`src/design/tac_pkg.sv`:
```
package tac_pkg;

    localparam int DEPTH_DEF = 10;

    localparam int DEG_W  = 9;
    localparam int ADC_W  = 10;
    localparam int SUM_W  = 13;
    localparam int STEP_W = 6;
    localparam int CFG_IDX_W = 3;
    localparam int CFG_DATA_W = 9;

    localparam logic [1:0] MODE_STANDBY = 2'd0;
    localparam logic [1:0] MODE_ON      = 2'd1;
    localparam logic [1:0] MODE_SETTING = 2'd2;

    localparam logic KIND_TICK = 1'b0;
    localparam logic KIND_INIT = 1'b1;

    localparam logic [CFG_IDX_W-1:0] REG_MARGIN        = 3'd0;
    localparam logic [CFG_IDX_W-1:0] REG_MIN_SETPOINT  = 3'd1;
    localparam logic [CFG_IDX_W-1:0] REG_MAX_SETPOINT  = 3'd2;
    localparam logic [CFG_IDX_W-1:0] REG_INIT_SETPOINT = 3'd3;
    localparam logic [CFG_IDX_W-1:0] REG_SETPOINT_STEP = 3'd4;

    localparam logic [DEG_W-1:0]  MARGIN_RST        = 9'd5;
    localparam logic [DEG_W-1:0]  MIN_SETPOINT_RST  = 9'd35;
    localparam logic [DEG_W-1:0]  MAX_SETPOINT_RST  = 9'd75;
    localparam logic [DEG_W-1:0]  INIT_SETPOINT_RST = 9'd60;
    localparam logic [STEP_W-1:0] SETPOINT_STEP_RST = 6'd5;

    localparam logic [DEG_W-1:0] DEG_MAX = '1;

    typedef struct packed {
        logic             fill;
        logic             push;
        logic [DEG_W-1:0] degrees;
    } ring_ctrl_t;

endpackage

```
`src/design/tac_avg_ring.sv`:
```
module tac_avg_ring
    import tac_pkg::*;
#(
    parameter int DEPTH = DEPTH_DEF
)
(
    input  logic             clk,
    input  logic             rst_n,
    input  ring_ctrl_t       ctrl,
    output logic [DEG_W-1:0] average_next
);

    localparam int IDX_W     = $clog2(DEPTH);
    localparam int DIV_SHIFT = SUM_W + 5;
    localparam int RECIP_W   = DIV_SHIFT;
    localparam int DIV_RECIP = ((1 << DIV_SHIFT) + DEPTH - 1) / DEPTH;
    localparam int PROD_W    = SUM_W + RECIP_W;

    logic [DEG_W-1:0]  ring_reg [DEPTH];
    logic [IDX_W-1:0]  idx_reg;
    logic [IDX_W-1:0]  idx_next;
    logic [SUM_W-1:0]  sum_reg;
    logic [SUM_W-1:0]  sum_next;
    logic [PROD_W-1:0] prod;

    // The mean is taken by a multiplication with the rounded-up reciprocal of
    // DEPTH, which is exact for every value of the running sum.
    always_comb
    begin
        idx_next = idx_reg;
        sum_next = sum_reg;
        if (ctrl.fill)
        begin
            idx_next = '0;
            sum_next = SUM_W'(ctrl.degrees * DEPTH);
        end
        else if (ctrl.push)
        begin
            sum_next = sum_reg - SUM_W'(ring_reg[idx_reg]) + SUM_W'(ctrl.degrees);
            if (idx_reg == IDX_W'(DEPTH - 1))
            begin
                idx_next = '0;
            end
            else
            begin
                idx_next = idx_reg + 1'b1;
            end
        end
        prod = PROD_W'(sum_next) * PROD_W'(RECIP_W'(DIV_RECIP));
        average_next = prod[DIV_SHIFT +: DEG_W];
    end

    always_ff @(posedge clk or negedge rst_n)
    begin
        if (!rst_n)
        begin
            idx_reg <= '0;
            sum_reg <= '0;
            for (int i = 0; i < DEPTH; i++)
            begin
                ring_reg[i] <= '0;
            end
        end
        else
        begin
            idx_reg <= idx_next;
            sum_reg <= sum_next;
            for (int i = 0; i < DEPTH; i++)
            begin
                if (ctrl.fill || (ctrl.push && idx_reg == IDX_W'(i)))
                begin
                    ring_reg[i] <= ctrl.degrees;
                end
            end
        end
    end

endmodule

```
`src/design/thermostat_avg_controller.sv`:
```
// Channel   Direction  Handshake              Payload
// cfg       in         cfg_valid / cfg_ready  cfg_index, cfg_data
// in        in         in_valid / in_stall    kind, mode, sample_valid, adc_code, key_up,
//                                             key_down, blink_phase
// out       out        out_valid / out_stall  heater_on ... average
//
// One request is taken per cycle while the result is not stalled; its result passes
// through an input register and a result register, with one pass of logic between them.
// The running sum update, the constant-reciprocal multiply and the deadband compare
// form that single path.
// Reset clears the sample ring, the sum and the last sample, returns the configuration
// to its defaults and the setpoint to 60.
// A stalled result holds the result register, and the input register then holds too.
module thermostat_avg_controller
    import tac_pkg::*;
#(
    parameter int DEPTH = DEPTH_DEF
)
(
    input  logic                  clk,
    input  logic                  rst_n,
    input  logic                  cfg_valid,
    output logic                  cfg_ready,
    input  logic [CFG_IDX_W-1:0]  cfg_index,
    input  logic [CFG_DATA_W-1:0] cfg_data,
    input  logic                  in_valid,
    output logic                  in_stall,
    input  logic                  kind,
    input  logic [1:0]            mode,
    input  logic                  sample_valid,
    input  logic [ADC_W-1:0]      adc_code,
    input  logic                  key_up,
    input  logic                  key_down,
    input  logic                  blink_phase,
    output logic                  out_valid,
    input  logic                  out_stall,
    output logic                  heater_on,
    output logic                  cooler_on,
    output logic                  led_on,
    output logic                  display_on,
    output logic [DEG_W-1:0]      display_value,
    output logic                  enter_setting,
    output logic                  restart_setting_timer,
    output logic                  sleep_request,
    output logic [DEG_W-1:0]      average
);

    logic [DEG_W-1:0]  margin_reg;
    logic [DEG_W-1:0]  min_sp_reg;
    logic [DEG_W-1:0]  max_sp_reg;
    logic [STEP_W-1:0] step_reg;

    logic              s1_valid_reg;
    logic              s1_valid_next;
    logic              s1_kind_reg;
    logic [1:0]        s1_mode_reg;
    logic              s1_sample_reg;
    logic [DEG_W-1:0]  s1_deg_reg;
    logic              s1_up_reg;
    logic              s1_down_reg;
    logic              s1_blink_reg;

    logic              accept;
    logic              advance;

    logic [DEG_W-1:0]  last_reg;
    logic [DEG_W-1:0]  last_next;
    logic [DEG_W-1:0]  setpoint_reg;
    logic [DEG_W-1:0]  setpoint_next;

    ring_ctrl_t        ring_ctrl;
    logic [DEG_W-1:0]  avg_next;

    logic              out_valid_reg;
    logic              heat_reg;
    logic              heat_next;
    logic              cool_reg;
    logic              cool_next;
    logic              led_reg;
    logic              led_next;
    logic              disp_reg;
    logic              disp_next;
    logic [DEG_W-1:0]  dval_reg;
    logic [DEG_W-1:0]  dval_next;
    logic              enter_reg;
    logic              enter_next;
    logic              restart_reg;
    logic              restart_next;
    logic              sleep_reg;
    logic              sleep_next;
    logic [DEG_W-1:0]  avg_reg;

    logic              below_hi;
    logic              above_lo;
    logic              stepped;
    logic [DEG_W:0]    sp_up;

    assign cfg_ready = 1'b1;

    assign advance  = s1_valid_reg && (!out_valid_reg || !out_stall);
    assign in_stall = s1_valid_reg && !advance;
    assign accept   = in_valid && !in_stall;
    assign s1_valid_next = accept || (s1_valid_reg && !advance);

    assign ring_ctrl.fill    = advance && s1_kind_reg == KIND_INIT;
    assign ring_ctrl.push    = advance && s1_kind_reg == KIND_TICK && s1_mode_reg == MODE_ON
                               && s1_sample_reg;
    assign ring_ctrl.degrees = s1_deg_reg;

    tac_avg_ring #(
        .DEPTH (DEPTH)
    ) u_ring (
        .clk          (clk),
        .rst_n        (rst_n),
        .ctrl         (ring_ctrl),
        .average_next (avg_next)
    );

    always_comb
    begin
        below_hi = {1'b0, setpoint_reg} < ({1'b0, avg_next} + {1'b0, margin_reg});
        above_lo = ({1'b0, setpoint_reg} + {1'b0, margin_reg}) > {1'b0, avg_next};
        sp_up    = {1'b0, setpoint_reg} + (DEG_W+1)'(step_reg);

        last_next     = last_reg;
        setpoint_next = setpoint_reg;
        stepped       = 1'b0;
        heat_next     = 1'b0;
        cool_next     = 1'b0;
        led_next      = 1'b0;
        disp_next     = 1'b0;
        dval_next     = '0;
        enter_next    = 1'b0;
        restart_next  = 1'b0;
        sleep_next    = 1'b0;

        if (s1_kind_reg == KIND_TICK)
        begin
            case (s1_mode_reg)
                MODE_ON:
                begin
                    if (s1_sample_reg)
                    begin
                        last_next = s1_deg_reg;
                    end
                    if (below_hi && !above_lo)
                    begin
                        cool_next = 1'b1;
                    end
                    else if (above_lo && !below_hi)
                    begin
                        heat_next = 1'b1;
                        led_next  = s1_blink_reg;
                    end
                    if (s1_up_reg || s1_down_reg)
                    begin
                        enter_next   = 1'b1;
                        restart_next = 1'b1;
                    end
                    else
                    begin
                        disp_next = 1'b1;
                        dval_next = last_next;
                    end
                end
                MODE_SETTING:
                begin
                    if (s1_up_reg && setpoint_reg < max_sp_reg)
                    begin
                        setpoint_next = sp_up[DEG_W] ? DEG_MAX : sp_up[DEG_W-1:0];
                        stepped       = 1'b1;
                    end
                    else if (s1_down_reg && setpoint_reg > min_sp_reg)
                    begin
                        setpoint_next = (setpoint_reg >= DEG_W'(step_reg))
                                        ? setpoint_reg - DEG_W'(step_reg) : '0;
                        stepped       = 1'b1;
                    end
                    restart_next = stepped;
                    if (stepped || s1_blink_reg)
                    begin
                        disp_next = 1'b1;
                        dval_next = setpoint_next;
                    end
                end
                default:
                begin
                    sleep_next = 1'b1;
                end
            endcase
        end
    end

    // The initial setpoint is only loaded at reset, and reset also restores its
    // default, so a write to that register has no visible effect.
    always_ff @(posedge clk or negedge rst_n)
    begin
        if (!rst_n)
        begin
            margin_reg <= MARGIN_RST;
            min_sp_reg <= MIN_SETPOINT_RST;
            max_sp_reg <= MAX_SETPOINT_RST;
            step_reg   <= SETPOINT_STEP_RST;
        end
        else if (cfg_valid && cfg_ready)
        begin
            case (cfg_index)
                REG_MARGIN:        margin_reg <= cfg_data;
                REG_MIN_SETPOINT:  min_sp_reg <= cfg_data;
                REG_MAX_SETPOINT:  max_sp_reg <= cfg_data;
                REG_INIT_SETPOINT: ;
                REG_SETPOINT_STEP: step_reg   <= cfg_data[STEP_W-1:0];
                default: ;
            endcase
        end
    end

    always_ff @(posedge clk or negedge rst_n)
    begin
        if (!rst_n)
        begin
            s1_valid_reg  <= 1'b0;
            out_valid_reg <= 1'b0;
            last_reg      <= '0;
            setpoint_reg  <= INIT_SETPOINT_RST;
        end
        else
        begin
            s1_valid_reg <= s1_valid_next;
            if (advance)
            begin
                out_valid_reg <= 1'b1;
                last_reg      <= last_next;
                setpoint_reg  <= setpoint_next;
            end
            else if (!out_stall)
            begin
                out_valid_reg <= 1'b0;
            end
        end
    end

    always_ff @(posedge clk)
    begin
        if (accept)
        begin
            s1_kind_reg   <= kind;
            s1_mode_reg   <= mode;
            s1_sample_reg <= sample_valid;
            s1_deg_reg    <= adc_code[ADC_W-1:1];
            s1_up_reg     <= key_up;
            s1_down_reg   <= key_down;
            s1_blink_reg  <= blink_phase;
        end
        if (advance)
        begin
            heat_reg    <= heat_next;
            cool_reg    <= cool_next;
            led_reg     <= led_next;
            disp_reg    <= disp_next;
            dval_reg    <= dval_next;
            enter_reg   <= enter_next;
            restart_reg <= restart_next;
            sleep_reg   <= sleep_next;
            avg_reg     <= avg_next;
        end
    end

    assign out_valid             = out_valid_reg;
    assign heater_on             = heat_reg;
    assign cooler_on             = cool_reg;
    assign led_on                = led_reg;
    assign display_on            = disp_reg;
    assign display_value         = dval_reg;
    assign enter_setting         = enter_reg;
    assign restart_setting_timer = restart_reg;
    assign sleep_request         = sleep_reg;
    assign average               = avg_reg;

endmodule
```
`config.mk`:
```
export PLATFORM = sky130hd
export DESIGN_NAME = thermostat_avg_controller
export DESIGN_NICKNAME = d
export VERILOG_FILES = /design/src/design/tac_pkg.sv /design/src/design/tac_avg_ring.sv /design/src/design/thermostat_avg_controller.sv
export SDC_FILE = /design/constraint.sdc
export NUM_CORES = 1
export LEC_CHECK = 0
export ABC_AREA = 1
export CORE_MARGIN = 4
export CORE_UTILIZATION = 35
export CTS_CLUSTER_DIAMETER = 50
export DETAILED_ROUTE_END_ITERATION = 8
export DONT_BUFFER_PORTS = 1
export PLACE_DENSITY_LB_ADDON = 0.25
export REMOVE_ABC_BUFFERS = 1
export SYNTH_ARGS = -nofsm -noshare
export SYNTH_HDL_FRONTEND = slang
export SYNTH_SLANG_ARGS = --single-unit
```
`constraint.sdc`:
```
create_clock -name clk -period 9.7 [get_ports clk]
set_clock_uncertainty 0.05 [all_clocks]
set_input_delay 0.97 -clock clk [delete_from_list [all_inputs] [get_ports clk]]
set_output_delay 0.97 -clock clk [all_outputs]
set_load 0.05 [all_outputs]
```
==> flow_metrics.tcl <==
set metrics [dict create \
    status "finished, final reports clean" \
    cts_tree "yes" \
    drtPass1Iterations 5 \
    start_util_pct 35.5 \
    die_area_sq_mm 0.0484 \
    yosysMostFrequentCell "nand2_1" \
    synthArstFlopShare_pct 79.6 \
    track_usage_pct 17.1 \
    gp_congestion 0.873 \
    ys_ff_latch 201 \
    globalRoute.busiestLayer "met2" \
    grt_pass1_vias 12600 \
    syn_avg_cell_area_sq_um 7.99 \
    core_area_sq_mm 0.0443 \
    max-slew-margin-rel_pct 25.2 \
    ant_nets 0 \
    start_kind "flop" \
    htree_levels 1 \
    cpMaxStageDelayCell "fa_1" \
    netlist_area_sq_mm 0.0157 \
    crit_top_cell "nand2_1" \
    hp-class "in2async" \
    final.setup.tns_ps 0 \
    cts_buffer_depth 3 \
    cp.required_ps 9940 \
    die_h_um 220 \
    hold_viol_final 0 \
    critPathMaxFanout 5 \
    worst_path_largest_cell_delay_ps 610 \
    synth_area_leaders "dfrtp_1 23%, ha_1 14%, nand2_1 9.7%" \
    wl_per_cell_um 15.8 \
    synth_top_area_share_pct 23.1 \
    path_class "reg2reg" \
    numCtsBuffers 25 \
    num_rows 77 \
    rsz0062_at_grt "true" \
    insertion_delay_ps 530 \
    clk_pin_slew_ps 60 \
    finalNonFillerCells 2693 \
    place_inst 2631 \
    grtUsageMet1_pct 23.7 \
    synth_cell_types 52 \
    grt_antenna_before_repair 3 \
    ios 62 \
    portBuffers 0 \
    use_met2_pct 28.3 \
    hpwl_um 32000 \
    worstPathArrival_ps 9750 \
    worst_pin_slew_ps 1120 \
    cap_violations 0 \
    via_per_inst 4.84 \
    yosys_most_used_dff "dfrtp_1" \
    setup_violations 0 \
    drtIter0Drc 803 \
    drive_gt1_share_pct 17.4 \
    synth_common_cells "405 x nand2_1, 383 x inv_1, 192 x o21ai_0" \
    maxSlewViolCount 0 \
    gr-total-overflow 0 \
    clockRootBuffer "clkbuf_16" \
    drc 0 \
    cts_sinks 201 \
    met3_usage_pct 2.62 \
    synth_edf_count 41 \
    die_x_um 220 \
    grt_first_pass_wirelength_um 66500 \
    grt_max_degree 161 \
    yosys_warnings 0 \
    synthCells 1968 \
    syn_to_final_growth_pct 19.9 \
    endpoint_kind "flop" \
    wl_um 42400 \
    fin_crit_ps 9510 \
    largest_reg_flops 90 \
    num_vias 13000 \
    clock.fmax_mhz 105 \
    min_period_over_period_pct 98.0 \
    synth_area_leader_cell "dfrtp_1" \
    yosysSeqAreaShare_pct 33.4 \
    nets 2358 \
]
[layout by cell type (no fill, tap or decap), drive strengths merged, types with 3 or more instances in the layout]
cell      n
a21boi    4
a21o      6
a21oi   125
a22oi    10
buf     136
clkbuf   37
clkinv    3
dfrtp   145
dfstp    15
edfxtp   41
fa       69
ha      171
inv     388
mux2      4
nand2   412
nand3   101
nand3b    5
nand4    16
nor2    111
nor3     14
nor4      3
o211ai    6
o21ai   205
o21bai    8
o22ai    18
or2       6
xnor2     9
xor2     20
[metal layers]
layer  wire length [um]  vias to the layer above
li1                   -                     6548
met1              19700                     6199
met2              20000                      226
met3               1750                       63
met4                970                        4
met5                 34                        -
[cells by family (layout without fill, tap and decap cells)]
logic type / count (synthesis) / in the layout / synth area share, %
AO/OA/AOI/OAI: 388 / 388 / 13.4
multiplexers: 4 / 4 / 0.287
buffers and inverters: 435 / 567 / 10.8
flip-flops: 201 / 201 / 33.4
XOR/XNOR: 29 / 29 / 1.62
adder cells (fa/ha/maj): 240 / 240 / 22.4
AND/OR/NAND/NOR: 670 / 670 / 18.0
other: 1 / 2 / 0.0239
[final timing paths]
path                                         from           endpoint  slack [ps]  cells past startpoint
worst min register to register      min_sp_reg[3]      min_sp_reg[3]         440                      2
worst max register to register  u_ring.idx_reg[1]          cooler_on         190                     52
worst max-delay path            u_ring.idx_reg[1]          cooler_on         190                     52
max in group asynchronous                   rst_n    setpoint_reg[5]        9200                      0
min in group clk                    min_sp_reg[3]      min_sp_reg[3]         440                      2
worst min-delay path                        rst_n  u_ring.sum_reg[2]         100                      0
[worst max-delay path: cells and delay by family (launching register included)]
| family | cells | cell delay (ps) |
|---|---|---|
| adder cells (fa/ha/maj) | 10 | 3980 |
| flip-flops | 1 | 460 |
| AO/OA/AOI/OAI | 10 | 1600 |
| AND/OR/NAND/NOR | 15 | 1280 |
| buffers and inverters | 14 | 1350 |
| XOR/XNOR | 3 | 520 |
[stage by stage]
stage / utilization (%) / worst slack (ps) / hold slack (ps) / instance area (sq um)
after floorplan: - / 548 / 403 / 15500
after global placement: 38.6 / -338 / 417 / 17100
after detailed placement: 38.6 / -352 / 424 / 17100
after CTS: 40.6 / -25.2 / 81.7 / 18000
after global routing: 42.5 / -269 / 75.6 / 18800
final: 42.5 / 193 / 101 / 18800
[repair_timing]
item	in CTS	in global routing
setup endpoints to repair	3	3
pin swaps	3	84
gates resized for setup	31	180
cloned	0	2
hold buffers	0	0
buffers inserted	0	17
[layout make-up]
class                   count  area [sq um]
clock inverters             7           101
fillers                  4420         25500
clock buffers              36           687
repair buffers            137          1090
multi-input cells        1332          9510
well taps                 592           741
diodes                      1          2.50
flip-flops and latches    201          5260
inverters                 387          1460
Power is not shown: default switching activity piles up to over one toggle a cycle in this logic, so the estimate is an artifact.
